File: config.mk
export PLATFORM = sky130hd
export DESIGN_NAME = calendar_date_counter_core_flat
export DESIGN_NICKNAME = d
export VERILOG_FILES = /design/src/rtl/caldate_pkg.sv /design/src/rtl/caldate_cmd_if.sv /design/src/rtl/caldate_date_if.sv /design/src/rtl/calendar_date_counter_core.sv /design/src/rtl/caldate_ctrl.sv /design/src/rtl/caldate_dp.sv /design/src/flat_wrapper.sv
export SDC_FILE = /design/constraint.sdc
export NUM_CORES = 1
export LEC_CHECK = 0
export CAP_MARGIN = 15
export CORE_ASPECT_RATIO = 1.5
export CORE_MARGIN = 1.5
export CORE_UTILIZATION = 52
export CTS_BUF_LIST = sky130_fd_sc_hd__clkbuf_8 sky130_fd_sc_hd__clkbuf_16
export DETAILED_ROUTE_END_ITERATION = 6
export DONT_BUFFER_PORTS = 1
export GPL_ROUTABILITY_DRIVEN = 0
export PLACE_DENSITY = 0.63
export SLEW_MARGIN = 20
export SYNTH_ARGS = -nofsm -noshare
export SYNTH_HDL_FRONTEND = slang
export SYNTH_SLANG_ARGS = --single-unit
File: constraint.sdc
create_clock -name clk -period 7.64 [get_ports clk]
set_clock_uncertainty 0.05 [all_clocks]
set_input_delay 1.146 -clock clk [delete_from_list [all_inputs] [get_ports clk]]
set_output_delay 1.146 -clock clk [all_outputs]
set_load 0.01 [all_outputs]
File: src/rtl/caldate_pkg.sv
// ----------------------------------------------------------------------------
// caldate_pkg
// Shared types, constants and calendar helpers for the date counter.
// ----------------------------------------------------------------------------
package caldate_pkg;

    // action codes
    localparam logic ACT_SET     = 1'b0;
    localparam logic ACT_ADVANCE = 1'b1;

    // calendar limits
    localparam logic [11:0] YEAR_MIN     = 12'd1900;
    localparam logic [11:0] YEAR_SET_MAX = 12'd2100;
    localparam logic [11:0] YEAR_CEIL    = 12'd4095;
    localparam logic [3:0]  MONTH_FIRST  = 4'd1;
    localparam logic [3:0]  MONTH_LAST   = 4'd12;
    localparam logic [4:0]  DAY_FIRST    = 5'd1;

    // 400-year leap cycle tracking
    localparam logic [11:0] CYCLE_BASE   = 12'd1600;
    localparam logic [8:0]  CYCLE_YEARS  = 9'd400;
    localparam logic [8:0]  CYCLE_LAST   = 9'd399;
    localparam logic [8:0]  CENTURY_1    = 9'd100;
    localparam logic [8:0]  CENTURY_2    = 9'd200;
    localparam logic [8:0]  CENTURY_3    = 9'd300;
    // 1900 mod 400
    localparam logic [8:0]  YEAR_MIN_MOD = 9'd300;

    typedef enum logic [1:0] {
        ST_IDLE,
        ST_RUN,
        ST_EMIT
    } caldate_state_t;

    typedef struct packed {
        logic load_date;
        logic load_steps;
        logic step;
        logic capture;
    } caldate_cmd_t;

    typedef struct packed {
        logic steps_zero;
    } caldate_stat_t;

    // leap year from the year's position in the 400-year cycle
    function automatic logic is_leap(input logic [8:0] ymod);
        logic century;
        century = (ymod == CENTURY_1) || (ymod == CENTURY_2) || (ymod == CENTURY_3);
        return (ymod == 9'd0) || (!century && (ymod[1:0] == 2'd0));
    endfunction

    // month length, invalid months read as 31
    function automatic logic [4:0] month_days(input logic [3:0] month, input logic leap);
        logic [4:0] len;
        case (month)
            4'd1:    len = 5'd31;
            4'd2:    len = leap ? 5'd29 : 5'd28;
            4'd3:    len = 5'd31;
            4'd4:    len = 5'd30;
            4'd5:    len = 5'd31;
            4'd6:    len = 5'd30;
            4'd7:    len = 5'd31;
            4'd8:    len = 5'd31;
            4'd9:    len = 5'd30;
            4'd10:   len = 5'd31;
            4'd11:   len = 5'd30;
            4'd12:   len = 5'd31;
            default: len = 5'd31;
        endcase
        return len;
    endfunction

endpackage

File: src/rtl/caldate_cmd_if.sv
// ----------------------------------------------------------------------------
// caldate_cmd_if
// Request channel into the date counter: action plus set/advance fields.
// ----------------------------------------------------------------------------
interface caldate_cmd_if;
    logic        valid;
    logic        ready;
    logic        action;
    logic [3:0]  new_month;
    logic [4:0]  new_day;
    logic [11:0] new_year;
    logic [15:0] step_count;

    modport source (
        output valid, action, new_month, new_day, new_year, step_count,
        input  ready
    );

    modport sink (
        input  valid, action, new_month, new_day, new_year, step_count,
        output ready
    );
endinterface

File: src/rtl/caldate_date_if.sv
// ----------------------------------------------------------------------------
// caldate_date_if
// Result channel out of the date counter: the current date.
// ----------------------------------------------------------------------------
interface caldate_date_if;
    logic        valid;
    logic        ready;
    logic [3:0]  cur_month;
    logic [4:0]  cur_day;
    logic [11:0] cur_year;

    modport source (
        output valid, cur_month, cur_day, cur_year,
        input  ready
    );

    modport sink (
        input  valid, cur_month, cur_day, cur_year,
        output ready
    );
endinterface

File: src/rtl/calendar_date_counter_core.sv
// Sequence: a set request loads the checked date, then copies it into the
// output register; an advance by N days loads N and steps one day per cycle
// until N is used up, then copies the date. One request at a time: the next
// is taken once the result is in the output register; the copy waits while
// an earlier result is held. The datapath's single-day step loop paces advances.
// Reset: asynchronous, active low; date returns to 1900-01-01, no result pending.
// ----------------------------------------------------------------------------
// calendar_date_counter_core
// Gregorian date counter: loads a checked date or advances it by N days.
// ----------------------------------------------------------------------------
module calendar_date_counter_core (
    input  logic           clk,
    input  logic           rst_n,
    caldate_cmd_if.sink    cmd_ch,
    caldate_date_if.source date_ch
);
    import caldate_pkg::*;

    caldate_cmd_t  cmd;
    caldate_stat_t stat;

    // sequencer
    caldate_ctrl u_ctrl (
        .clk       (clk),
        .rst_n     (rst_n),
        .in_valid  (cmd_ch.valid),
        .in_action (cmd_ch.action),
        .in_ready  (cmd_ch.ready),
        .out_valid (date_ch.valid),
        .out_ready (date_ch.ready),
        .stat      (stat),
        .cmd       (cmd)
    );

    // date datapath
    caldate_dp u_dp (
        .clk        (clk),
        .rst_n      (rst_n),
        .cmd        (cmd),
        .stat       (stat),
        .new_month  (cmd_ch.new_month),
        .new_day    (cmd_ch.new_day),
        .new_year   (cmd_ch.new_year),
        .step_count (cmd_ch.step_count),
        .cur_month  (date_ch.cur_month),
        .cur_day    (date_ch.cur_day),
        .cur_year   (date_ch.cur_year)
    );

endmodule

File: src/rtl/caldate_ctrl.sv
// ----------------------------------------------------------------------------
// caldate_ctrl
// Sequencer: accepts a request, runs the day steps, hands off the result.
// ----------------------------------------------------------------------------
module caldate_ctrl (
    input  logic                        clk,
    input  logic                        rst_n,
    input  logic                        in_valid,
    input  logic                        in_action,
    output logic                        in_ready,
    output logic                        out_valid,
    input  logic                        out_ready,
    input  caldate_pkg::caldate_stat_t  stat,
    output caldate_pkg::caldate_cmd_t   cmd
);
    import caldate_pkg::*;

    caldate_state_t state_reg;
    caldate_state_t state_next;
    logic           out_valid_reg;
    logic           out_valid_next;
    logic           accept;
    logic           slot_free;

    assign accept    = in_valid && (state_reg == ST_IDLE);
    assign slot_free = !out_valid_reg || out_ready;

    // next state
    always_comb
    begin
        state_next = state_reg;
        case (state_reg)
            ST_IDLE:
            begin
                if (accept)
                begin
                    state_next = (in_action == ACT_ADVANCE) ? ST_RUN : ST_EMIT;
                end
            end
            ST_RUN:
            begin
                if (stat.steps_zero)
                begin
                    state_next = ST_EMIT;
                end
            end
            ST_EMIT:
            begin
                if (slot_free)
                begin
                    state_next = ST_IDLE;
                end
            end
            default:
            begin
                state_next = ST_IDLE;
            end
        endcase
    end

    // outputs
    always_comb
    begin
        in_ready       = 1'b0;
        cmd            = '0;
        case (state_reg)
            ST_IDLE:
            begin
                in_ready       = 1'b1;
                cmd.load_date  = accept && (in_action == ACT_SET);
                cmd.load_steps = accept && (in_action == ACT_ADVANCE);
            end
            ST_RUN:
            begin
                cmd.step = !stat.steps_zero;
            end
            ST_EMIT:
            begin
                cmd.capture = slot_free;
            end
            default:
            begin
                in_ready = 1'b0;
            end
        endcase
    end

    // result valid flag
    always_comb
    begin
        out_valid_next = out_valid_reg;
        if (cmd.capture)
        begin
            out_valid_next = 1'b1;
        end
        else if (out_ready)
        begin
            out_valid_next = 1'b0;
        end
    end

    assign out_valid = out_valid_reg;

    always_ff @(posedge clk or negedge rst_n)
    begin
        if (!rst_n)
        begin
            state_reg     <= ST_IDLE;
            out_valid_reg <= 1'b0;
        end
        else
        begin
            state_reg     <= state_next;
            out_valid_reg <= out_valid_next;
        end
    end

`ifndef SYNTHESIS
    // a new result never overwrites one still waiting
    a_capture_slot: assert property (@(posedge clk) disable iff (!rst_n)
        cmd.capture |-> (!out_valid_reg || out_ready))
        else $error("result captured over a pending one");
`endif

endmodule

File: src/rtl/caldate_dp.sv
// ----------------------------------------------------------------------------
// caldate_dp
// Date registers, set checker, single-day step logic and result register.
// ----------------------------------------------------------------------------
module caldate_dp (
    input  logic                        clk,
    input  logic                        rst_n,
    input  caldate_pkg::caldate_cmd_t   cmd,
    output caldate_pkg::caldate_stat_t  stat,
    input  logic [3:0]                  new_month,
    input  logic [4:0]                  new_day,
    input  logic [11:0]                 new_year,
    input  logic [15:0]                 step_count,
    output logic [3:0]                  cur_month,
    output logic [4:0]                  cur_day,
    output logic [11:0]                 cur_year
);
    import caldate_pkg::*;

    logic [4:0]  day_reg;
    logic [4:0]  day_next;
    logic [3:0]  month_reg;
    logic [3:0]  month_next;
    logic [11:0] year_reg;
    logic [11:0] year_next;
    logic [8:0]  ymod_reg;
    logic [8:0]  ymod_next;
    logic [15:0] steps_reg;
    logic [15:0] steps_next;
    logic [3:0]  res_month_reg;
    logic [4:0]  res_day_reg;
    logic [11:0] res_year_reg;

    logic [3:0]  set_month;
    logic [11:0] set_year;
    logic [8:0]  set_off;
    logic [8:0]  set_mod;
    logic [4:0]  set_dim;
    logic [4:0]  set_day;
    logic [4:0]  cur_dim;

    // set path: check month, then year, then day against the corrected pair
    always_comb
    begin
        set_month = ((new_month >= MONTH_FIRST) && (new_month <= MONTH_LAST))
                    ? new_month : MONTH_FIRST;
        set_year  = ((new_year >= YEAR_MIN) && (new_year <= YEAR_SET_MAX))
                    ? new_year : YEAR_MIN;
        set_off   = 9'(set_year - CYCLE_BASE);
        set_mod   = (set_off >= CYCLE_YEARS) ? (set_off - CYCLE_YEARS) : set_off;
        set_dim   = month_days(set_month, is_leap(set_mod));
        set_day   = ((new_day >= DAY_FIRST) && (new_day <= set_dim)) ? new_day : DAY_FIRST;
    end

    assign cur_dim = month_days(month_reg, is_leap(ymod_reg));

    // date update: load or one-day step with month/year rollover
    always_comb
    begin
        day_next   = day_reg;
        month_next = month_reg;
        year_next  = year_reg;
        ymod_next  = ymod_reg;
        if (cmd.load_date)
        begin
            day_next   = set_day;
            month_next = set_month;
            year_next  = set_year;
            ymod_next  = set_mod;
        end
        else if (cmd.step)
        begin
            if (day_reg < cur_dim)
            begin
                day_next = day_reg + 5'd1;
            end
            else if (month_reg < MONTH_LAST)
            begin
                month_next = month_reg + 4'd1;
                day_next   = DAY_FIRST;
            end
            else if (year_reg < YEAR_CEIL)
            begin
                year_next  = year_reg + 12'd1;
                ymod_next  = (ymod_reg == CYCLE_LAST) ? 9'd0 : (ymod_reg + 9'd1);
                month_next = MONTH_FIRST;
                day_next   = DAY_FIRST;
            end
        end
    end

    // remaining step counter
    always_comb
    begin
        steps_next = steps_reg;
        if (cmd.load_steps)
        begin
            steps_next = step_count;
        end
        else if (cmd.step)
        begin
            steps_next = steps_reg - 16'd1;
        end
    end

    assign stat.steps_zero = (steps_reg == 16'd0);

    always_ff @(posedge clk or negedge rst_n)
    begin
        if (!rst_n)
        begin
            day_reg   <= DAY_FIRST;
            month_reg <= MONTH_FIRST;
            year_reg  <= YEAR_MIN;
            ymod_reg  <= YEAR_MIN_MOD;
            steps_reg <= 16'd0;
        end
        else
        begin
            day_reg   <= day_next;
            month_reg <= month_next;
            year_reg  <= year_next;
            ymod_reg  <= ymod_next;
            steps_reg <= steps_next;
        end
    end

    // result register
    always_ff @(posedge clk)
    begin
        if (cmd.capture)
        begin
            res_month_reg <= month_reg;
            res_day_reg   <= day_reg;
            res_year_reg  <= year_reg;
        end
    end

    assign cur_month = res_month_reg;
    assign cur_day   = res_day_reg;
    assign cur_year  = res_year_reg;

`ifndef SYNTHESIS
    // held date stays a legal calendar date
    a_date_legal: assert property (@(posedge clk) disable iff (!rst_n)
        (month_reg >= MONTH_FIRST) && (month_reg <= MONTH_LAST)
        && (day_reg >= DAY_FIRST) && (day_reg <= cur_dim))
        else $error("held date out of range");

    // year stays at or above the floor and cycle position stays in range
    a_year_floor: assert property (@(posedge clk) disable iff (!rst_n)
        (year_reg >= YEAR_MIN) && (ymod_reg < CYCLE_YEARS))
        else $error("year or cycle position out of range");

    // each step consumes exactly one count
    a_step_count: assert property (@(posedge clk) disable iff (!rst_n)
        cmd.step |=> (steps_reg == $past(steps_reg) - 16'd1))
        else $error("step counter did not decrement");
`endif

endmodule
File: src/flat_wrapper.sv
// flat-port wrapper written by rule: the top's interface ports become plain ports
module calendar_date_counter_core_flat import caldate_pkg::*;
  (clk, rst_n, cmd_ch_valid, cmd_ch_action, cmd_ch_new_month, cmd_ch_new_day, cmd_ch_new_year, cmd_ch_step_count, cmd_ch_ready, date_ch_valid, date_ch_cur_month, date_ch_cur_day, date_ch_cur_year, date_ch_ready);
  caldate_cmd_if cmd_ch_i ();
  caldate_date_if date_ch_i ();
  input  logic clk;
  input  logic rst_n;
  input wire logic [$bits(cmd_ch_i.valid)-1:0] cmd_ch_valid;
  input wire logic [$bits(cmd_ch_i.action)-1:0] cmd_ch_action;
  input wire logic [$bits(cmd_ch_i.new_month)-1:0] cmd_ch_new_month;
  input wire logic [$bits(cmd_ch_i.new_day)-1:0] cmd_ch_new_day;
  input wire logic [$bits(cmd_ch_i.new_year)-1:0] cmd_ch_new_year;
  input wire logic [$bits(cmd_ch_i.step_count)-1:0] cmd_ch_step_count;
  output wire logic [$bits(cmd_ch_i.ready)-1:0] cmd_ch_ready;
  output wire logic [$bits(date_ch_i.valid)-1:0] date_ch_valid;
  output wire logic [$bits(date_ch_i.cur_month)-1:0] date_ch_cur_month;
  output wire logic [$bits(date_ch_i.cur_day)-1:0] date_ch_cur_day;
  output wire logic [$bits(date_ch_i.cur_year)-1:0] date_ch_cur_year;
  input wire logic [$bits(date_ch_i.ready)-1:0] date_ch_ready;
  assign cmd_ch_i.valid = cmd_ch_valid;
  assign cmd_ch_i.action = cmd_ch_action;
  assign cmd_ch_i.new_month = cmd_ch_new_month;
  assign cmd_ch_i.new_day = cmd_ch_new_day;
  assign cmd_ch_i.new_year = cmd_ch_new_year;
  assign cmd_ch_i.step_count = cmd_ch_step_count;
  assign cmd_ch_ready = cmd_ch_i.ready;
  assign date_ch_valid = date_ch_i.valid;
  assign date_ch_cur_month = date_ch_i.cur_month;
  assign date_ch_cur_day = date_ch_i.cur_day;
  assign date_ch_cur_year = date_ch_i.cur_year;
  assign date_ch_i.ready = date_ch_ready;
  calendar_date_counter_core u_core (.clk(clk), .rst_n(rst_n), .cmd_ch(cmd_ch_i), .date_ch(date_ch_i));
endmodule
After elaboration in Yosys (flattened, before gate mapping)
Cells that the tools add are included.

Register bits after elaboration: 70. Input bits: 42. Word-level logic and storage cells: 131.

Reductions and logical operators: 37. Bitwise gates (word level): 1. $add $sub $neg: 7. Equality and inequality tests: 24. Order comparisons: 10. Multiplexer cells: 42.

Operator list (number): $mux W12 (6); $mux W9 (7); $mux W16 (2); $mux W5 (6); $eq A9 B9 Y1 const B (3); $mux W4 (6); $eq A9 B7 Y1 const B (2); $eq A9 B8 Y1 const B (2); $logic_not A9 Y1 (2); $eq A4 B3 Y1 const B (4); $eq A4 B4 Y1 const B (4); $logic_not A16 Y1 (1); $sub A16 B1 Y16 const B (1); $add A12 B1 Y12 const B (1); $ge A12 B11 Y1 const B (1); $le A12 B12 Y1 const B (1); $lt A12 B12 Y1 const B (1); $mux W2 (5); $add A9 B1 Y9 const B (1); $ge A9 B9 Y1 const B (1); $sub A9 B7 Y9 const B (1); $sub A9 B9 Y9 const B (1); $eq A4 B2 Y1 const B (2); $logic_and A1 B1 Y1 (8); 26 further kinds (52).

Depth between registers and ports, before layout
Word-level depth: 18. Mapped depth: 21. Mapped depth without buffers: 20.

Hierarchy
Synthesis repeated with hierarchy kept, for this count alone.

Cells, all modules: 454. Area total of the unflattened synthesis: 4250.3 um^2.

By module, submodules not included: caldate_dp (cells each 438, instances 1, area each 4082.7 um^2); caldate_ctrl (cells each 16, instances 1, area each 167.7 um^2).

Worst setup path before layout
No wires, ideal clock.

Kind: in2reg. From: input cmd_ch_new_year[6]. To: register u_core.u_dp.day_reg[1]. Library setup time: 125 ps. Data required time: 7465 ps. Setup slack: 2710 ps. Data arrival time: 4756 ps. Buffers on the path: 2. Stages on the path: 17. Cell sequence: buf_2 -> nor4_1 -> nand3b_1 -> o21ai_1 -> nand2b_1 -> ha_1 -> clkbuf_1 -> nor2b_1 -> o21ai_0 -> nor4_1 -> or4_1 -> a221oi_1 -> ha_1 -> a211oi_1 -> nor2_1 -> a32o_1 -> mux2_2.

Longest elaborated chain between the ends: 18. Elaborated cells between the ends (all ways): 24. Those cells by class: add/sub (2); order compare (4); eq/ne (3); mux (6); reduce/logical (9).

Ends and longest elaborated chain: start, declared (RTL line flat_wrapper.sv:12) `input wire logic [$bits(cmd_ch_i.new_year)-1:0] cmd_ch_new_year;`; $ge A12 B11 Y1 / $le A12 B12 Y1 (equally long branches) (RTL line caldate_dp.sv:47) `set_year = ((new_year >= YEAR_MIN) && (new_year <= YEAR_SET_MAX))`; $logic_and A1 B1 Y1 (RTL line caldate_dp.sv:47); $mux W12 (*) (RTL line caldate_dp.sv:48) `? new_year : YEAR_MIN;`; $sub A9 B7 Y9 (*) (RTL line caldate_dp.sv:49) `set_off = 9'(set_year - CYCLE_BASE);`; $sub A9 B9 Y9 / $ge A9 B9 Y1 (equally long branches) (RTL line caldate_dp.sv:50) `set_mod = (set_off >= CYCLE_YEARS) ? (set_off - CYCLE_YEARS) : set_off;`; $mux W9 (*) (RTL line caldate_dp.sv:50); $eq A9 B7 Y1 / $eq A9 B8 Y1 (equally long branches) (RTL line caldate_pkg.sv:49) `century = (ymod == CENTURY_1) || (ymod == CENTURY_2) || (ymod == CENTURY_3);`; $logic_or A1 B1 Y1 (2 in a row) (RTL line caldate_pkg.sv:49); $logic_not A1 Y1 (RTL line caldate_pkg.sv:50) `return (ymod == 9'd0) || (!century && (ymod[1:0] == 2'd0));`; $logic_and A1 B1 Y1 (RTL line caldate_pkg.sv:50); $logic_or A1 B1 Y1 (*) (RTL line caldate_pkg.sv:50); $mux W1 (*) (RTL line caldate_pkg.sv:58) `4'd2: len = leap ? 5'd29 : 5'd28;`; $pmux W2 S2 (*) (RTL line caldate_pkg.sv:56) `case (month)`; $le A5 B5 Y1 (*) (RTL line caldate_dp.sv:52) `set_day = ((new_day >= DAY_FIRST) && (new_day <= set_dim)) ? new_day : DAY_FIRST;`; $logic_and A1 B1 Y1 (*) (RTL line caldate_dp.sv:52); $mux W5 (*) (RTL line caldate_dp.sv:52); $mux W5 (*) (RTL line caldate_dp.sv:64) `if (cmd.load_date)`; end signal, assigned (RTL line caldate_dp.sv:120) `day_reg <= day_next;`; end, declared (RTL line caldate_dp.sv:20) `logic [4:0] day_reg;`.

Every way passes the cells marked *; elsewhere a longest branch is shown, timed or not. A chain may end at the register's enable or synchronous reset.

Final worst setup path
From: input cmd_ch_new_year[9]. To: register u_core.u_dp.day_reg[3].

Longest elaborated chain between the ends: 18. Elaborated cells between the ends (all ways): 24. Those cells by class: add/sub (2); order compare (4); eq/ne (3); mux (6); reduce/logical (9).

Ends and longest elaborated chain (RTL line): $ge A12 B11 Y1 / $le A12 B12 Y1 (equally long branches) (caldate_dp.sv:47); $logic_and A1 B1 Y1 (*) (caldate_dp.sv:47); $mux W12 (*) (caldate_dp.sv:48); $sub A9 B7 Y9 (*) (caldate_dp.sv:49); $sub A9 B9 Y9 / $ge A9 B9 Y1 (equally long branches) (caldate_dp.sv:50); $mux W9 (*) (caldate_dp.sv:50); $eq A9 B7 Y1 / $eq A9 B8 Y1 (equally long branches) (caldate_pkg.sv:49); $logic_or A1 B1 Y1 (2 in a row) (caldate_pkg.sv:49); $logic_not A1 Y1 (caldate_pkg.sv:50); $logic_and A1 B1 Y1 (caldate_pkg.sv:50); $logic_or A1 B1 Y1 (*) (caldate_pkg.sv:50); $mux W1 (*) (caldate_pkg.sv:58); $pmux W2 S2 (*) (caldate_pkg.sv:56); $le A5 B5 Y1 (*) (caldate_dp.sv:52); $logic_and A1 B1 Y1 (*) (caldate_dp.sv:52); $mux W5 (*) (caldate_dp.sv:52); $mux W5 (*) (caldate_dp.sv:64).

Marked as above.

==> results.md <==
* Status: finished, final reports clean
* Full die area at 0.008594 mm2
* Worst-path clk slew at 0.06 ns
* Post-DP HPWL at 6.956 mm
* Leakage power at 1.721 nW
* Synth area leader: dfrtp_1
* Final Setup Violations at 0
* # rows at 39
* Setup crit end kind: flip-flop
* Post-synth cell types at 64
* H-tree Lvls at 3
* CTS tree: done
* Sequential element share of the synthesized area at 44.82%
* WP data required at 7.82 ns
* Fillcell total at 725
* Synth top area cells: dfrtp_1 (22%), edfxtp_1 (15%), dfstp_2 (8.2%)
* Max reg flops at 16
* Synth warn at 0
* Post CTS Setup Buffer Count at 0
* Via count of the first global-routing pass at 3320
* Pre-Repair DR Iteration Count at 5
* Max cap viols at 0
* Startpoint types: input port
* FMAX at 0.1858 GHz
* Area delta synth->final at 8.862%
* Worst Hold End: u_core.u_ctrl.state_reg[1]$_DFFE_PN0P_
* Routed vias/inst at 6.108
* Final core occ at 59.01%
* Post-synth top area share at 21.56%
* Die W at 76.20 um
* Num CTS Buffers at 9
* Fin. max-slew vios at 0
* Routed Wire Length at 9.764 mm
* Crit share post-route at 70.44%
* Worst reg2reg path depth at 7
* Commonest cells in the netlist: nand2_1 (50), o21ai_0 (43), dfrtp_1 (36)
* Pin count of the biggest net entering global routing at 50
* Syn_nets at 510
* FF+latch count, synth at 70
* Total gr overflow at 0
* Port Buffers at 0
* Diode count at 0
* Slew HR at 33.16%
* Worst Tran Pin Value at 1.002 ns
* Gr usage total at 24.28%
* Synth Flop Type: dfrtp_1
* Reg-to-reg startpoint: u_core.u_dp.steps_reg[10]$_DFFE_PN0P_
* CTS Hold Bufs at 0
* Max Fanout on Critical Path at 12
* Antenna violations before repair at 0
* Reg2reg setup slack at 4.19 ns
* WP data arrival at 5.56 ns
* Count leader, synth: nand2_1
* Drt first-iter violations at 282
* Post-CTS resize count at 0
* Clock Tree Buf Depth at 2
* Post-synth EDFFs at 21
* Unrepaired setup endpoints after global routing: no
* Fin Setup TNS at 0 ns
* Clk sinks at 70
* Share of cells above drive strength 1 at 9.031%
* Shortest period the worst path allows at 5.382 ns
* Core Area at 0.007710 mm2
* Mapped cell area at 0.004179 mm2
* R2r endpoint: u_core.u_dp.ymod_reg[7]$_DFFE_PN0P_
* Antenna-violating nets left at 0
* Kind of critical path: in -> reg
* Clk_lat worst skew at 0.34 ns
* Hold_sp: u_core.u_ctrl.state_reg[0]$_DFFE_PN0P_
* First-pass GRT wire length at 16.35 mm
* Syn Inst Count at 452
* Hold Path Depth at 1
* DRC at 0
* Min-Delay Path Class: reg -> reg
* I/O Pins at 65
* VDD IR-drop max at 0.2425 mV
* Clk root buf: clkbuf_16
* Die Span Y at 112.8 um
* Fin nets at 507
* Final hold viol count at 0
* Wire per inst at 17.56 um
* Via count at 3396
* Cell Pwr Density at 340.4 mW/mm2
* Initial Util at 54.20%
* Syn avg cell area at 9.246 um2
* Post-synthesis async set-or-reset flop share at 70.00%
==> layer usage <==
layer,track usage [%],vias up,share of wire (%)
met1,29.04,1610,43
met5,0,-,0
met3,4.597,10,4.7
met2,43.18,102,51
met4,9.506,0,1.9
li1,-,1674,-
==> cell families (layout without fill, tap and decap cells) <==
logic type / after synthesis / count (layout) / synth area share (%)
flops: 70 / 70 / 44.82
simple gates: 194 / 194 / 24.25
mux: 5 / 5 / 1.228
xor+xnor: 22 / 22 / 4.611
buf+inv: 33 / 35 / 3.353
compound gates: 112 / 112 / 16.95
fa+ha+maj: 16 / 16 / 4.790
==> area by class of cell <==
type                            instances  area, um2  area share (%)
Multi-Input combinational cell        349       2168           47.66
Inverter                               17      63.81           1.403
Clock inverter                          6      62.56           1.375
Timing Repair Buffer                    2      15.01          0.3300
Clock buffer                           10      239.0           5.253
Sequential cell                        70       1873           41.17
Tap cell                              102      127.6           2.805
==> cells in the final DEF (no fill, tap or decap), types with 14 or more instances in the layout <==
master / count
dfrtp_1: 36
ha_1: 16
nand2_1: 50
inv_1: 18
nand3_1: 22
a21oi_1: 18
nor2_1: 30
and3_1: 14
o21ai_0: 43
edfxtp_1: 21
==> critical path, stage by stage <==
cell and delay [ns]:
nor4_1 0.25, nand3b_1 0.22, o21ai_1 0.68, nand2b_1 0.29, ha_1 0.51, nor2b_1 0.09
o21ai_0 0.27, nor4_1 0.08, or4_1 0.52, a221oi_1 0.29, ha_1 0.19, inv_1 0.03
a21oi_1 0.13, a211oi_1 0.06, nor2_1 0.25, nand2_1 0.13, o2111a_1 0.13, o31ai_1 0.28
==> how the worst max path moves through the flow <==
stage | startpoint | endpoint | slack [ns]
3_3_place_gp | cmd_ch_new_year[9] | u_core.u_dp.day_reg[1]$_DFFE_PN0P_ | 2.14
5_1_grt | cmd_ch_new_year[9] | u_core.u_dp.day_reg[3]$_DFFE_PN0P_ | 1.72
6_report | cmd_ch_new_year[9] | u_core.u_dp.day_reg[3]$_DFFE_PN0P_ | 2.26
4_1_cts | cmd_ch_new_year[9] | u_core.u_dp.day_reg[3]$_DFFE_PN0P_ | 2.30
3_5_place_dp | cmd_ch_new_year[9] | u_core.u_dp.day_reg[3]$_DFFE_PN0P_ | 1.96
2_1_floorplan | cmd_ch_new_year[6] | u_core.u_dp.day_reg[1]$_DFFE_PN0P_ | 2.71
==> through the flow <==
step                total power [mW]  setup WS (ns)  area [um2]  hold WS, ns  cells
CTS                            1.554          2.297        4549       0.4271    556
floorplan                      1.008          2.710        4179       0.3928    452
global placement               1.112          2.143        4248       0.4135    540
finish                         1.549          2.258        4549       0.4231    556
detailed placement             1.129          1.962        4248       0.4215    540
global route                   1.656          1.716        4549       0.4380    556
==> report_power, final <==
group / total (mW) / switching (mW) / leakage [nW] / internal (mW)
clock network: 0.422 / 0.162 / 0.146 / 0.260
logic: 0.462 / 0.263 / 0.808 / 0.199
registers: 0.665 / 0.133 / 0.767 / 0.532
(Power assumes the default switching activity.)
